`src/hdl/mmh2_pkg.sv`:
```
// ----------------------------------------------------------------------------
// mmh2_pkg
// Shared constants, types and helpers for the MurmurHash2 stream hasher.
// ----------------------------------------------------------------------------
package mmh2_pkg;

  // mixing multiplier and shift amounts
  localparam logic [31:0] MixMul     = 32'h5bd1e995;
  localparam int unsigned MixShift   = 24;
  localparam int unsigned FinShiftA  = 13;
  localparam int unsigned FinShiftB  = 15;
  localparam logic [31:0] SeedReset  = 32'hDEADBABE;

  // stream payload layout
  localparam int unsigned WordW   = 32;
  localparam int unsigned CountW  = 3;
  localparam int unsigned LenW    = 32;
  localparam int unsigned InDataW = 72;

  // register map
  localparam logic [0:0] RegHashSeed = 1'b0;

  // controller to datapath commands
  typedef struct packed {
    logic load;      // item accepted and live
    logic kmul1;     // k = k * M
    logic kmul2;     // k = (k ^ k >> 24) * M
    logic hmix;      // h = h * M ^ k
    logic tmix;      // h = (h ^ tail) * M
    logic fin;       // k = (h ^ h >> 13) * M
    logic out_load;  // result = k ^ k >> 15
  } mmh2_cmd_t;

  // datapath to controller status
  typedef struct packed {
    logic item_first;
    logic item_last;
    logic item_full;
    logic item_tail;
    logic last_q;
  } mmh2_stat_t;

  // byte mask for a one to three byte tail
  function automatic logic [31:0] tail_mask(input logic [1:0] n);
    logic [31:0] m;
    case (n)
      2'd1:    m = 32'h0000_00FF;
      2'd2:    m = 32'h0000_FFFF;
      default: m = 32'h00FF_FFFF;
    endcase
    return m;
  endfunction

endpackage

```
`src/hdl/mmh2_ctrl.sv`:
```
// ----------------------------------------------------------------------------
// mmh2_ctrl
// Sequencer: steps each item through the shared multiplier and owns the
// message and result-valid flags.
// ----------------------------------------------------------------------------
module mmh2_ctrl import mmh2_pkg::*; (
  input  logic       clk_i,
  input  logic       rst_ni,
  input  logic       in_valid_i,
  output logic       in_ready_o,
  output logic       out_valid_o,
  input  logic       out_ready_i,
  input  mmh2_stat_t stat_i,
  output mmh2_cmd_t  cmd_o
);

  localparam logic [2:0] StIdle  = 3'd0;
  localparam logic [2:0] StKMul1 = 3'd1;
  localparam logic [2:0] StKMul2 = 3'd2;
  localparam logic [2:0] StHMix  = 3'd3;
  localparam logic [2:0] StTail  = 3'd4;
  localparam logic [2:0] StFin1  = 3'd5;
  localparam logic [2:0] StFin2  = 3'd6;

  logic [2:0] state_q, state_d;
  logic       in_msg_q, in_msg_d;
  logic       out_valid_q, out_valid_d;
  logic       live;

  // an item counts only if it opens a message or one is open
  assign live       = stat_i.item_first | in_msg_q;
  assign in_ready_o = (state_q == StIdle);

  // next state and commands
  always_comb begin
    state_d  = state_q;
    in_msg_d = in_msg_q;
    cmd_o    = '0;
    case (state_q)
      StIdle: begin
        if (in_valid_i && live) begin
          cmd_o.load = 1'b1;
          in_msg_d   = ~stat_i.item_last;
          if (stat_i.item_full) begin
            state_d = StKMul1;
          end else if (stat_i.item_tail) begin
            state_d = StTail;
          end else if (stat_i.item_last) begin
            state_d = StFin1;
          end
        end
      end
      StKMul1: begin
        cmd_o.kmul1 = 1'b1;
        state_d     = StKMul2;
      end
      StKMul2: begin
        cmd_o.kmul2 = 1'b1;
        state_d     = StHMix;
      end
      StHMix: begin
        cmd_o.hmix = 1'b1;
        state_d    = stat_i.last_q ? StFin1 : StIdle;
      end
      StTail: begin
        cmd_o.tmix = 1'b1;
        state_d    = stat_i.last_q ? StFin1 : StIdle;
      end
      StFin1: begin
        cmd_o.fin = 1'b1;
        state_d   = StFin2;
      end
      StFin2: begin
        // hold the finished value until the output register is free
        if (!out_valid_q || out_ready_i) begin
          cmd_o.out_load = 1'b1;
          state_d        = StIdle;
        end
      end
      default: state_d = StIdle;
    endcase
  end

  // result valid flag
  always_comb begin
    if (cmd_o.out_load) begin
      out_valid_d = 1'b1;
    end else if (out_ready_i) begin
      out_valid_d = 1'b0;
    end else begin
      out_valid_d = out_valid_q;
    end
  end

  assign out_valid_o = out_valid_q;

  always_ff @(posedge clk_i or negedge rst_ni) begin
    if (!rst_ni) begin
      state_q     <= StIdle;
      in_msg_q    <= 1'b0;
      out_valid_q <= 1'b0;
    end else begin
      state_q     <= state_d;
      in_msg_q    <= in_msg_d;
      out_valid_q <= out_valid_d;
    end
  end

endmodule

```
`src/hdl/mmh2_dp.sv`:
```
// ----------------------------------------------------------------------------
// mmh2_dp
// Datapath: hash and word registers around one shared multiply-by-M unit,
// plus the result register.
// ----------------------------------------------------------------------------
module mmh2_dp import mmh2_pkg::*; (
  input  logic              clk_i,
  input  logic [WordW-1:0]  word_i,
  input  logic [CountW-1:0] count_i,
  input  logic              first_i,
  input  logic              last_i,
  input  logic [LenW-1:0]   length_i,
  input  logic [31:0]       seed_i,
  input  mmh2_cmd_t         cmd_i,
  output mmh2_stat_t        stat_o,
  output logic [31:0]       hash_o
);

  logic [31:0] h_q, h_d;
  logic [31:0] k_q, k_d;
  logic [31:0] mask_q;
  logic [31:0] out_q;
  logic        last_q;
  logic [31:0] mul_a;
  logic [31:0] prod;
  logic        in_full, in_tail;

  // counts of five to seven behave as a full word
  assign in_full = count_i[2];
  assign in_tail = ~count_i[2] & (count_i[1:0] != 2'd0);

  assign stat_o.item_first = first_i;
  assign stat_o.item_last  = last_i;
  assign stat_o.item_full  = in_full;
  assign stat_o.item_tail  = in_tail;
  assign stat_o.last_q     = last_q;

  // shared multiplier operand select
  always_comb begin
    case (1'b1)
      cmd_i.kmul2: mul_a = k_q ^ (k_q >> MixShift);
      cmd_i.hmix:  mul_a = h_q;
      cmd_i.tmix:  mul_a = h_q ^ (k_q & mask_q);
      cmd_i.fin:   mul_a = h_q ^ (h_q >> FinShiftA);
      default:     mul_a = k_q;
    endcase
  end

  assign prod = mul_a * MixMul;

  // register updates
  always_comb begin
    h_d = h_q;
    k_d = k_q;
    if (cmd_i.load) begin
      k_d = word_i;
      if (first_i) begin
        h_d = seed_i ^ length_i;
      end
    end
    if (cmd_i.kmul1 || cmd_i.kmul2 || cmd_i.fin) begin
      k_d = prod;
    end
    if (cmd_i.hmix) begin
      h_d = prod ^ k_q;
    end
    if (cmd_i.tmix) begin
      h_d = prod;
    end
  end

  always_ff @(posedge clk_i) begin
    h_q <= h_d;
    k_q <= k_d;
    if (cmd_i.load) begin
      last_q <= last_i;
      mask_q <= tail_mask(count_i[1:0]);
    end
    if (cmd_i.out_load) begin
      out_q <= k_q ^ (k_q >> FinShiftB);
    end
  end

  assign hash_o = out_q;

endmodule

```
`src/hdl/murmur2_hash_stream.sv`:
```
// ----------------------------------------------------------------------------
// murmur2_hash_stream
// Endian-neutral 32-bit MurmurHash2 over a stream of message words.
// ----------------------------------------------------------------------------
// Input stream (s_axis): one item per message word. tdata carries the word,
// its valid byte count and, on the first item, the message length; tuser
// marks the first item, tlast the final one. Items arriving with no message
// open and no first flag are dropped.
// Output stream (m_axis): one 32-bit hash per message, after its last item.
// Config (APB): hash_seed at address 0, reset 0xDEADBABE; write only while
// the block is idle. pready is tied high.
// Sequence: one multiplier by M is shared by every step. A full word is
// accepted and passes three multiplies (KMul1, KMul2, HMix), a tail is
// accepted and mixed in Tail, an empty item only accepted. The last item then
// finalises (Fin1, Fin2) into the output register. One item is in work at a time.
// Reset clears the message and result-valid flags; the seed returns to its
// default. When the receiver stalls, the finished hash stays in the output
// register and the next message may still be accepted and mixed; only its
// own finalisation waits for the register to drain.
// ----------------------------------------------------------------------------
module murmur2_hash_stream import mmh2_pkg::*; (
  input  logic               clk_i,
  input  logic               rst_ni,
  // input stream
  input  logic               s_axis_tvalid_i,
  output logic               s_axis_tready_o,
  input  logic [InDataW-1:0] s_axis_tdata_i,  // data_word, byte_count, message_length
  input  logic               s_axis_tuser_i,  // first_item
  input  logic               s_axis_tlast_i,  // last_item
  // output stream
  output logic               m_axis_tvalid_o,
  input  logic               m_axis_tready_i,
  output logic [31:0]        m_axis_tdata_o,  // hash_value
  // configuration
  input  logic               psel_i,
  input  logic               penable_i,
  input  logic               pwrite_i,
  input  logic [2:0]         paddr_i,
  input  logic [31:0]        pwdata_i,
  output logic [31:0]        prdata_o,
  output logic               pready_o
);

  mmh2_cmd_t   cmd;
  mmh2_stat_t  stat;
  logic [31:0] seed_q;
  logic        cfg_wr;

  // configuration register
  assign pready_o = 1'b1;
  assign cfg_wr   = psel_i & penable_i & pwrite_i & (paddr_i[2] == RegHashSeed);
  assign prdata_o = (paddr_i[2] == RegHashSeed) ? seed_q : 32'd0;

  always_ff @(posedge clk_i or negedge rst_ni) begin
    if (!rst_ni) begin
      seed_q <= SeedReset;
    end else if (cfg_wr) begin
      seed_q <= pwdata_i;
    end
  end

  mmh2_ctrl u_ctrl (
    .clk_i       (clk_i),
    .rst_ni      (rst_ni),
    .in_valid_i  (s_axis_tvalid_i),
    .in_ready_o  (s_axis_tready_o),
    .out_valid_o (m_axis_tvalid_o),
    .out_ready_i (m_axis_tready_i),
    .stat_i      (stat),
    .cmd_o       (cmd)
  );

  mmh2_dp u_dp (
    .clk_i    (clk_i),
    .word_i   (s_axis_tdata_i[WordW-1:0]),
    .count_i  (s_axis_tdata_i[WordW+CountW-1:WordW]),
    .first_i  (s_axis_tuser_i),
    .last_i   (s_axis_tlast_i),
    .length_i (s_axis_tdata_i[WordW+CountW+LenW-1:WordW+CountW]),
    .seed_i   (seed_q),
    .cmd_i    (cmd),
    .stat_o   (stat),
    .hash_o   (m_axis_tdata_o)
  );

  // the shared multiplier serves one step at a time
  a_one_step: assert property (@(posedge clk_i) disable iff (!rst_ni)
    $onehot0({cmd.load, cmd.kmul1, cmd.kmul2, cmd.hmix, cmd.tmix, cmd.fin, cmd.out_load}))
    else $error("more than one datapath step in one cycle");

  // a pending result is never overwritten
  a_no_overwrite: assert property (@(posedge clk_i) disable iff (!rst_ni)
    cmd.out_load |-> (!m_axis_tvalid_o || m_axis_tready_i))
    else $error("result register overwritten before it was taken");

  // a result only appears after a finalisation load
  a_valid_src: assert property (@(posedge clk_i) disable iff (!rst_ni)
    $rose(m_axis_tvalid_o) |-> $past(cmd.out_load))
    else $error("result valid without a finished hash");

  // items are taken only while the sequencer is free
  a_no_load_busy: assert property (@(posedge clk_i) disable iff (!rst_ni)
    cmd.load |-> s_axis_tready_o && s_axis_tvalid_i)
    else $error("item loaded without a handshake");

endmodule
```
`config.mk`:
```
export PLATFORM = sky130hd
export DESIGN_NAME = murmur2_hash_stream
export DESIGN_NICKNAME = d
export VERILOG_FILES = /design/src/hdl/mmh2_pkg.sv /design/src/hdl/mmh2_ctrl.sv /design/src/hdl/mmh2_dp.sv /design/src/hdl/murmur2_hash_stream.sv
export SDC_FILE = /design/constraint.sdc
export NUM_CORES = 1
export LEC_CHECK = 0
export ABC_AREA = 1
export BUFFER_PORTS_ARGS = -buffer_cell sky130_fd_sc_hd__buf_2
export CELL_PAD_IN_SITES_DETAIL_PLACEMENT = 1
export CELL_PAD_IN_SITES_GLOBAL_PLACEMENT = 1
export CORE_MARGIN = 1
export CORE_UTILIZATION = 34
export CTS_BUF_LIST = sky130_fd_sc_hd__clkbuf_8
export DETAILED_ROUTE_END_ITERATION = 8
export PLACE_DENSITY_LB_ADDON = 0.1
export SLEW_MARGIN = 20
export SYNTH_ARGS = -nofsm -noshare
export SYNTH_HDL_FRONTEND = slang
export SYNTH_HIERARCHICAL = 1
export SYNTH_SLANG_ARGS = --single-unit
```
`constraint.sdc`:
```
create_clock -name clk_i -period 7.1 [get_ports clk_i]
set_input_delay 0.355 -clock clk_i [delete_from_list [all_inputs] [get_ports clk_i]]
set_output_delay 0.355 -clock clk_i [all_outputs]
set_load 0.01 [all_outputs]
```
# ---- Word level (Yosys, flattened, before mapping)
# Index checks and enable logic that the tools add are counted.
dict set report totals {
  ff_bits 166
  output_inout_bits 67
  word_cells 81
}
dict set report op_classes {
  n_mul 1
  n_eq_ne 11
  mux 30
  n_bitwise 15
  reduce_logical 15
}
# cell n
set ops {}
lappend ops {{$mux W32} 11}
lappend ops {{$xor A32 B32 Y32} 3}
lappend ops {{$pmux W24 S2} 1}
lappend ops {{$and A32 B32 Y32} 1}
lappend ops {{$mul A32 B31 Y32 const B} 1}
lappend ops {{$xor A32 B17 Y32} 1}
lappend ops {{$xor A32 B19 Y32} 1}
lappend ops {{$xor A32 B8 Y32} 1}
lappend ops {{$mux W3} 6}
lappend ops {{$pmux W3 S6} 1}
lappend ops {{$mux W1} 11}
lappend ops {{$eq A3 B3 Y1 const B} 3}
lappend ops {{$eq A3 B2 Y1 const B} 2}
lappend ops {{$reduce_bool A2 Y1} 3}
lappend ops {{$reduce_bool A3 Y1} 2}
lappend ops {{$and A1 B1 Y1} 4}
lappend ops {{$ne A2 B1 Y1 const B} 2}
lappend ops {{$ne A4 B1 Y1 const B} 1}
lappend ops {{$reduce_and A2 Y1} 2}
lappend ops {{$eq A3 B1 Y1 const B} 1}
lappend ops {{$logic_not A3 Y1} 1}
lappend ops {{$logic_or A1 B1 Y1} 3}
lappend ops {{$not A1 Y1} 3}
lappend ops {{$reduce_and A3 Y1} 1}
lappend ops {{other kinds (6)} 6}

# ---- Logic depth before layout (Yosys ltp)
# Gate-level depths: netlist of the first run.
dict set report depth {
  depth_word 10
  ltp_mapped 43
  mapped_depth_nobuf 42
}

# ---- By module
# The synthesis of the first run kept the hierarchy.
# mod n_inst cells_each area_per_inst_um2 seq_area_each_um2
set modules_own_cells {}
lappend modules_own_cells {mmh2_dp 1 1898 15663.8 2972.9}
lappend modules_own_cells {murmur2_hash_stream 1 212 1614.0 828.3}
lappend modules_own_cells {mmh2_ctrl 1 54 351.6 125.1}

# ---- Worst setup path before layout of the first run
# No wires, ideal clock.
dict set report synth_path {
  path_kind {reg2reg}
  start {register u_ctrl.state_q[2]}
  end {register u_dp.h_q[29], data pin}
  t_arrival_ns 7.593
  slack_ns -0.763
  path_stages_with_launch 31
  synth_period_minus_slack_ns 7.863
  path_cell_list {dfrtp_1 -> inv_2 -> nor2_1 -> inv_2 -> buf_2 -> clkbuf_1 -> clkbuf_1 -> o21ai_0 -> a22oi_1 -> fa_1 -> ha_1 -> inv_1 -> fa_1 -> inv_1 -> fa_1 -> fa_1 -> fa_1 -> fa_1 -> inv_1 -> fa_1 -> inv_1 -> ha_1 -> nand2_1 -> nor4_1 -> nand4_1 -> nand3_1 -> a31oi_1 -> xor2_1 -> nand2_1 -> nand2_1 -> a31oi_1}
}
# element line_no
set synth_lines {}
lappend synth_lines {{from (decl)} mmh2_ctrl.sv:25} ;# logic [2:0] state_q, state_d;
lappend synth_lines {{from (signal assigned)} mmh2_ctrl.sv:99} ;# state_q <= StIdle;
lappend synth_lines {{from (signal assigned)} mmh2_ctrl.sv:103} ;# state_q <= state_d;
lappend synth_lines {{to (signal assigned)} mmh2_dp.sv:73} ;# h_q <= h_d;
lappend synth_lines {{to (decl)} mmh2_dp.sv:19} ;# logic [31:0] h_q, h_d;

==> results of run 1 <==
stage by stage:
| step | TNS, ps | hold slack (ps) | area, um2 | util |
|---|---|---|---|---|
| floorplan | -51.2 | 59.4 | 17800 | - |
| global placement | -16600 | 458 | 22000 | 0.429 |
| detailed placement | -21390 | 469 | 22000 | 0.429 |
| CTS | -9200 | 6.67 | 23600 | 0.461 |
| global route | -21500 | 61.0 | 25000 | 0.487 |
| finish | -13930 | 12.6 | 25000 | 0.487 |
worst max-delay path by stage:
stage	endpoint	depth (start not counted)	start	slack (ps)
2_1_floorplan	u_dp/h_q[29]$_DFFE_PP_	30	u_ctrl/state_q[2]$_DFFE_PN0P_	-30
3_3_place_gp	u_dp/h_q[22]$_DFFE_PP_	33	u_ctrl/state_q[0]$_DFFE_PN0P_	-810
3_5_place_dp	u_dp/h_q[22]$_DFFE_PP_	32	u_ctrl/state_q[1]$_DFFE_PN0P_	-920
4_1_cts	u_dp/k_q[30]$_DFFE_PP_	33	u_ctrl/state_q[1]$_DFFE_PN0P_	-510
5_1_grt	u_dp/h_q[29]$_DFFE_PP_	34	u_ctrl/state_q[0]$_DFFE_PN0P_	-950
6_report	u_dp/h_q[28]$_DFFE_PP_	44	u_ctrl/state_q[0]$_DFFE_PN0P_	-670
cells in the final DEF, fill, tap and decap left out, drive strengths merged, types with 3 or more instances in the layout:
master	count
a211oi	4
a21boi	3
a21oi	84
a22o	3
a22oi	6
a31oi	9
and2	3
buf	623
bufinv	4
clkbuf	18
clkinv	7
clkinvlp	4
dfrtp	15
dfstp	22
edfxtp	99
fa	172
ha	203
inv	521
nand2	433
nand3	106
nand3b	5
nand4	6
nor2	136
nor3	10
nor4	3
o211ai	9
o21a	3
o21ai	97
o21bai	7
o221ai	3
o22ai	11
o31ai	4
or2	14
xnor2	26
xor2	73
routing by layer:
metal	wire [um]	part of all wire	global-route usage
met5	0	0	0
met4	2330	0.032	0.0778
met3	1770	0.024	0.0216
met2	38100	0.52	0.511
met1	31000	0.42	0.340
state kept, by name, indices dropped and copies added (netlist names):
register,count
u_ctrl/state_q,3
u_ctrl/in_msg_q,1
u_dp/hash_o,32
u_dp/last_q,1
u_dp/k_q,32
u_dp/mask_q,2
u_dp/h_q,32
seed_q,32
u_ctrl/out_valid_o,1
worst reg2reg max path, delay by kind of cell, from the launching register on:
family / cells / cell delay (ps)
adder cells (fa/ha/maj): 9 / 3290
buffers and inverters: 13 / 1110
AND/OR/NAND/NOR: 14 / 1480
flip-flops: 1 / 440
AO/OA/AOI/OAI: 8 / 1200
area by class of cell:
| cell class | instances | area share |
|---|---|---|
| Tap cell | 680 | 0.0341 |
| Timing Repair Buffer | 624 | 0.188 |
| Clock inverter | 15 | 0.00747 |
| Multi-Input combinational cell | 1448 | 0.524 |
| Inverter | 521 | 0.0799 |
| Clock buffer | 17 | 0.00937 |
| Sequential cell | 136 | 0.157 |
timing repair:
item,in CTS,in global routing
buffers inserted,46,53
gates cloned,1,1
pin swaps,66,107
hold buffers,0,0
setup endpoints to repair,36,39
gates resized for setup,202,229
cells by family (layout without fill, tap and decap cells):
logic type,Yosys count,count (layout),share of synthesized area
compound gates,254,254,0.0840
xor+xnor,99,99,0.0492
fa+ha+maj,375,375,0.339
buf+inv,580,1177,0.130
flops,136,136,0.223
other cells,1,1,0.000213
simple gates,719,719,0.174
==> flow_summary_export.csv, run 1 <==
group,metric,value,unit
timing,drv_slew,0,
final_layout,syn_to_final_growth,41.6,%
placement,dp_hpwl,60800,um
floorplan,initial_core_util,0.344,
worst_setup_path,path_max_fanout,7,
yosys,ys_top_cells_by_area,"fa_1 20%, edfxtp_1 17%, ha_1 14%, inv_1 11%, nand2_1 8.8%",
placement,dp_cells,3319,
worst_setup_path,rr_startpoint,"u_ctrl/state_q[0]$_DFFE_PN0P_",
routing,vias_per_cell,4.85,
yosys,ys.flop_type,"edfxtp_1",
routing,drtAntennaViolNets,0,
floorplan,coreArea,51300,um2
timing,timing.fmax,0.129,GHz
global_routing,grt_pass1_wl,108000,um
job,drv.max_cap_violation_count,0,
yosys,ys_types,61,
worst_setup_path,max_stage_delay,520,ps
global_routing,antenna_found_initial,0,
global_routing,grt_usage,0.276,
clock_network,clockBufferDepth,2,
final_layout,multi_input_area,13100,um2
worst_setup_path,crit_required,7320,ps
routing,via_count,16700,
worst_setup_path,cpMaxStageDelayCell,"fa_1",
yosys,ys_ff_latch,136,
yosys,netlist_instances,2164,
yosys,yosysMostFrequentCell,"inv_1",
timing,skew,22.3,ps
worst_setup_path,r2r_end,"u_dp/h_q[28]$_DFFE_PP_",
routing,route.detailed.drc,0,
timing,finalSetupViolCount,30,
worst_setup_path,critPathLaunchType,"flip-flop",
clock_network,numCtsBuffers,17,
yosys,netlist_area,17600,um2
yosys,synth_common_cells,"507 x inv_1, 412 x nand2_1, 203 x ha_1, 172 x fa_1, 129 x nor2_1",
timing,hold_violations,0,
final_layout,drive_gt1_frac,0.365,
yosys,avgSynthCellArea,8.15,um2
worst_setup_path,critPathArrivalTime,7990,ps
clock_network,htree_levels,4,
global_routing,grt_pass1_vias,18100,
floorplan,chipWidth,230,um
yosys,synth_top_area_cell,"fa_1",
clock_network,cts-root-buf,"clkbuf_8",
floorplan,num_rows,83,
routing,routed_wl,73200,um
min_path,hp-class,"in2async",
floorplan,io_pins,183,
global_routing,grt_max_degree,47,
worst_setup_path,path_buf_inv,13,
final_layout,instances_no_fill,3441,
worst_setup_path,cp-end-kind,"flip-flop",
clock_network,cts_tree,"built",
floorplan,dieHeight,230,um
yosys,ys_seq_area_frac,0.223,
yosys,synthesis.nets,2655,
timing,timing.final.ws_setup,-667,ps
final_layout,regArea,3930,um2
placement,place_congestion,0.923,
timing,rsz0062_at_grt,"true",
placement,io_buffers,174,
routing,firstDrtPassIters,5,
final_layout,fin_nets,3239,
final_layout,n_fill_cell,6147,
clock_network,clk_latency,480,ps
clock_network,cts.sinks,136,
placement,place_ws,-923,ps
worst_setup_path,crit_family,"adder cells",
routing,drtIter0Drc,819,
worst_setup_path,r2r_cells,44,
yosys,yosysTopAreaCellShare,0.195,
floorplan,die_area,52800,um2
timing,period_share,1.09,
yosys,async_reset_ff_frac,0.272,
final_layout,antenna_cells,0,
status,violations,"negative setup slack",
worst_setup_path,reg2reg_slack,-670,ps
timing,slew_headroom,0.325,
timing,period_minus_slack,7770,ps
routing,routedWlPerCell,21.3,um
timing,worstMarginPinSlew,1010,ps
yosys,ys_warn_count,6,
global_routing,gr-total-overflow,0,
status,outcome,"complete, but fails checks",
yosys,synth_edf_count,99,
worst_setup_path,path_class,"reg2reg",
clock_network,path_clk_slew,80,ps
Power of run 1 is left out: the tool's default activity adds up to more than one toggle a clock period on the data nets, which glitch-free logic cannot reach.
==> inputs of run 2 (changes only) <==
CORE_ASPECT_RATIO = 2   (was default)
==> run 2 against run 1 <==
Effect of this change: the flow still finishes with violations (negative setup slack); final cell count is 1.2% lower; wire length increased by 6.5%; design area decreased by 3.3%; count of clock-buffer cells in the layout increased by 8; largest cell class unchanged; highest routed layer unchanged.
==> flow_summary_export.csv, run 2 (same netlist as run 1, synthesis figures left out) <==
group,metric,value,unit
timing,drv_slew,0,
global_routing,antenna_found_initial,1,
final_layout,fin_area,24100,um2
worst_setup_path,rr_startpoint,"u_ctrl/state_q[1]$_DFFE_PN0P_",
routing,vias_per_cell,4.88,
timing,worstMarginPinSlew,1020,ps
min_path,worstHoldStart,"pwdata_i[1]",
global_routing,grt_pass1_wl,115000,um
job,drv.max_cap_violation_count,0,
timing,timing.final.ws_setup,-742,ps
worst_setup_path,cp-startpoint,"u_ctrl/state_q[1]$_DFFE_PN0P_",
clock_network,cts_tree,"built",
timing,period_minus_slack,7840,ps
routing,wl_met3,1740,um
min_path,hp-class,"in2reg",
floorplan,initial_core_util,0.345,
worst_setup_path,critPathLaunchType,"flip-flop",
worst_setup_path,path_max_fanout,7,
clock_network,clk_latency,540,ps
clock_network,path_clk_slew,90,ps
worst_setup_path,cpMaxStageDelayCell,"fa_1",
routing,met1_length,24400,um
clock_network,cts-root-buf,"clkbuf_8",
routing,dr_wl_met2,44600,um
placement,place_congestion,0.936,
floorplan,io_pins,183,
floorplan,num_rows,117,
floorplan,chipWidth,163,um
routing,route.detailed.drc,0,
clock_network,cts.sinks,136,
routing,route.top_layer_used,"met4",
placement,place_area,22000,um2
worst_setup_path,path_class,"reg2reg",
status,violations,"negative setup slack",
routing,via_count,16600,
global_routing,gr-total-overflow,0,
timing,slew_headroom,0.317,
timing,period_share,1.10,
global_routing,grt_pass1_vias,19000,
timing,skew,37.2,ps
final_layout,layout_common_cells,"485 x inv_1, 387 x buf_4, 370 x nand2_1, 178 x ha_1, 174 x buf_2",
final_layout,fin_nets,3228,
placement,io_buffers,174,
worst_setup_path,critPathArrivalTime,8230,ps
floorplan,coreArea,51100,um2
global_routing,grt_usage,0.305,
floorplan,dieHeight,324,um
final_layout,drive_gt1_frac,0.333,
status,outcome,"complete, but fails checks",
timing,hold_violations,0,
placement,dp_hpwl,67200,um
global_routing,grt_max_degree,38,
timing,rsz0062_at_grt,"true",
routing,drtAntennaViolNets,0,
floorplan,die_area,52800,um2
final_layout,syn_to_final_growth,37.0,%
routing,drtIter0Drc,542,
clock_network,htree_levels,4,
final_layout,final_common_cell,"inv_1",
worst_setup_path,max_stage_delay,570,ps
clock_network,numCtsBuffers,25,
routing,routedWlPerCell,22.9,um
final_layout,n_fill_cell,6198,
routing,firstDrtPassIters,5,
worst_setup_path,crit_required,7480,ps
routing,routed_wl,77900,um
timing,finalSetupViolCount,32,
worst_setup_path,cp-end-kind,"flip-flop",
clock_network,clockBufferDepth,3,
timing,tns,-14040,ps
worst_setup_path,cpMostUsedCell,"fa_1",
timing,timing.fmax,0.128,GHz
## run 2: cell count changes in the layout (fill, tap and decap cells not counted), moves of 8 or more
cell / before / now
nor2_1: 99 / 113
inv_2: 46 / 28
inv_1: 467 / 485
buf_4: 375 / 387
nand2_1: 358 / 370
buf_6: 56 / 20
ha_1: 168 / 178
nor2_4: 18 / 9
nand2_4: 29 / 18
clkbuf_8: 17 / 25
ha_4: 28 / 20
## run 2: area by class of cell
type,count,area (um2),share of cell area
multi-input cells,1448,12600,0.520
repair buffers,605,4450,0.184
flip-flops and latches,136,3930,0.163
inverters,521,1980,0.0821
well taps,654,818,0.0339
clock buffers,25,344,0.0143
clock inverters,8,61.3,0.00254
diodes,1,2.50,0.000104
## run 2: path summary, 6_finish.rpt
check | end | slack [ps] | depth (start not counted)
max in group asynchronous | u_ctrl/state_q[2]$_DFFE_PN0P_ | 5950 | 2
worst max-delay path | u_dp/h_q[30]$_DFFE_PP_ | -740 | 34
worst max register to register | u_dp/h_q[30]$_DFFE_PP_ | -740 | 34
worst min register to register | seed_q[25]$_DFFE_PN1P_ | 480 | 2
worst min-delay path | seed_q[1]$_DFFE_PN1P_ | 30 | 3
min in group asynchronous | seed_q[22]$_DFFE_PN0P_ | 470 | 2
## run 2: what timing repair did
item | 4_1_cts | 5_1_grt
setup endpoints to repair | 36 | 36
pin swaps | 78 | 74
setup buffers | 50 | 18
hold buffers | 2 | 0
hold endpoints to repair | 15 | 0
gates resized for setup | 163 | 87
## run 2: critical path: cells and delay by family, from the launching register on
family                     cells  cell delay, ps
AOI/OAI and AO/OA              5             660
xor gates and xnor gates       1             210
adders and majority gates      8            3930
buffers and inverters         11            1170
DFF                            1             420
and+or+nand+nor                9            1310
## run 2: routing by layer
| layer | track usage | up-vias |
|---|---|---|
| li1 | - | 7850 |
| met1 | 0.269 | 8182 |
| met2 | 0.613 | 373 |
| met3 | 0.0234 | 184 |
| met4 | 0.243 | 0 |
| met5 | 0 | - |
## run 2: metrics by stage
stage | utilization | hold slack, ps | cells | setup WS [ps]
3_3_place_gp | 0.431 | 465 | 3295 | -1280
5_1_grt | 0.473 | 15.9 | 3398 | -999
6_report | 0.473 | 29.6 | 3398 | -742
3_5_place_dp | 0.431 | 471 | 3295 | -1380
2_1_floorplan | - | 59.4 | 2164 | -25.9
4_1_cts | 0.462 | 1.49 | 3379 | -673
Power of run 2 is left out for the same reason.
==> inputs of run 3 (changes only) <==
==> constraint.sdc (replaced) <==
create_clock -name clk_i -period 7.1 [get_ports clk_i]
set_input_delay 0 -clock clk_i [delete_from_list [all_inputs] [get_ports clk_i]]
set_output_delay 0 -clock clk_i [all_outputs]
set_load 0.01 [all_outputs]
==> run 3 against run 2 <==
Effect of this change: the run still ends with negative setup slack left; via count rose by 3.2%; first-iteration DRC count rose by 3.1%; critical path depth did not move; worst setup slack improved by 9.8 ps; utilization rose by 2.2 points; design area rose by 4.7%; critical path type unchanged.
==> flow_summary_export.csv, run 3 (same netlist as run 1, synthesis figures left out) <==
group,metric,value,unit
clock_network,cts_tree,"built",
global_routing,antenna_found_initial,1,
final_layout,layout_common_cells,"485 x inv_1, 387 x buf_4, 370 x nand2_1, 178 x ha_1, 174 x buf_2",
timing,worstMarginPinSlew,1020,ps
timing,timing.fmax,0.128,GHz
worst_setup_path,cpMaxStageDelayCell,"fa_1",
timing,rsz0062_at_grt,"true",
final_layout,final_common_cell,"inv_1",
routing,vias_per_cell,4.88,
status,outcome,"complete, but fails checks",
floorplan,num_rows,117,
final_layout,fin_nets,3341,
final_layout,drive_gt1_frac,0.320,
clock_network,cts-root-buf,"clkbuf_8",
global_routing,grt_pass1_wl,117000,um
worst_setup_path,critPathArrivalTime,8220,ps
timing,skew,37.7,ps
min_path,hp-class,"in2reg",
routing,route.detailed.drc,0,
worst_setup_path,critPathLaunchType,"flip-flop",
clock_network,clockBufferDepth,3,
timing,period_minus_slack,7830,ps
floorplan,die_area,52800,um2
final_layout,syn_to_final_growth,43.4,%
worst_setup_path,crit_required,7480,ps
timing,finalSetupViolCount,33,
final_layout,n_fill_cell,6139,
clock_network,path_clk_slew,90,ps
routing,drtIter0Drc,559,
final_layout,multi_input_area,12600,um2
global_routing,grt_max_degree,38,
floorplan,initial_core_util,0.345,
global_routing,grt_pass1_vias,19700,
placement,dp_cells,3295,
timing,slew_headroom,0.319,
worst_setup_path,path_max_fanout,7,
routing,via_count,17100,
placement,io_buffers,174,
floorplan,coreArea,51100,um2
clock_network,htree_levels,4,
global_routing,gr-total-overflow,0,
routing,drtAntennaViolNets,0,
floorplan,chipWidth,163,um
job,drv.max_cap_violation_count,0,
status,violations,"negative setup slack",
timing,hold_violations,0,
worst_setup_path,path_class,"reg2reg",
worst_setup_path,cp-end-kind,"flip-flop",
clock_network,cts.sinks,136,
clock_network,numCtsBuffers,25,
routing,routedWlPerCell,22.7,um
clock_network,clk_latency,540,ps
final_layout,regArea,3930,um2
floorplan,io_pins,183,
worst_setup_path,cpMostUsedCell,"fa_1",
timing,period_share,1.10,
final_layout,instances_no_fill,3511,
routing,routed_wl,79600,um
placement,place_congestion,0.936,
timing,timing.final.ws_setup,-732,ps
routing,firstDrtPassIters,5,
floorplan,dieHeight,324,um
worst_setup_path,max_stage_delay,570,ps
global_routing,grt_usage,0.311,
timing,drv_slew,0,
placement,dp_hpwl,67200,um
run 3: cell types whose count changed in the layout (fill, tap and decap cells not counted):
cell / before / now
dlygate4sd3_1: 2 / 115
run 3: layout make-up:
class / count / area share
Sequential cell: 136 / 0.155
Antenna cell: 1 / 0.0000990
Inverter: 521 / 0.0784
Timing Repair Buffer: 718 / 0.221
Multi-Input combinational cell: 1448 / 0.497
Clock inverter: 8 / 0.00243
Tap cell: 654 / 0.0324
Clock buffer: 25 / 0.0136
run 3: critical path: cells and delay by family, from the launching register on:
kind | cells | cell delay [ps]
adder cells (fa/ha/maj) | 8 | 3920
AND/OR/NAND/NOR | 9 | 1310
buffers and inverters | 11 | 1170
AO/OA/AOI/OAI | 5 | 660
flip-flops | 1 | 420
XOR/XNOR | 1 | 200
run 3: repair_timing:
action | in CTS | in global routing
pin swaps | 78 | 74
resized for setup | 163 | 87
hold buffers | 115 | 0
buffers inserted | 50 | 18
endpoints found under the setup margin | 36 | 36
endpoints found under the hold margin | 98 | 0
run 3: path summary, 6_finish.rpt:
check | from | end | slack, ps | cells past startpoint
max reg2reg | u_ctrl/state_q[1]$_DFFE_PN0P_ | u_dp/h_q[30]$_DFFE_PP_ | -730 | 34
max in group asynchronous | rst_ni | u_ctrl/state_q[2]$_DFFE_PN0P_ | 6250 | 2
max | u_ctrl/state_q[1]$_DFFE_PN0P_ | u_dp/h_q[30]$_DFFE_PP_ | -730 | 34
min reg2reg | seed_q[15]$_DFFE_PN1P_ | seed_q[15]$_DFFE_PN1P_ | 480 | 2
min in group asynchronous | rst_ni | seed_q[22]$_DFFE_PN0P_ | 160 | 2
min | s_axis_tdata_i[64] | u_dp/h_q[29]$_DFFE_PP_ | 20 | 4
run 3: stage by stage:
stage / setup TNS, ps / worst slack [ps] / cell area [um2] / hold WS [ps] / util
final: -14170 / -732 / 25300 / 21.5 / 0.495
after global routing: -25240 / -996 / 25300 / 34.8 / 0.495
after CTS: -13790 / -673 / 24800 / 1.09 / 0.485
after detailed placement: -30940 / -1380 / 22000 / 182 / 0.431
after global placement: -27270 / -1280 / 22000 / 170 / 0.431
after floorplan: -51.2 / -25.9 / 17800 / -296 / -
run 3: metal layers:
| metal | share of wire | wire, um | GRT usage |
|---|---|---|---|
| met2 | 0.57 | 45700 | 0.628 |
| met1 | 0.31 | 24900 | 0.273 |
| met5 | 0 | 0 | 0 |
| met3 | 0.023 | 1800 | 0.0247 |
| met4 | 0.091 | 7200 | 0.247 |
Power of run 3 is left out for the same reason.
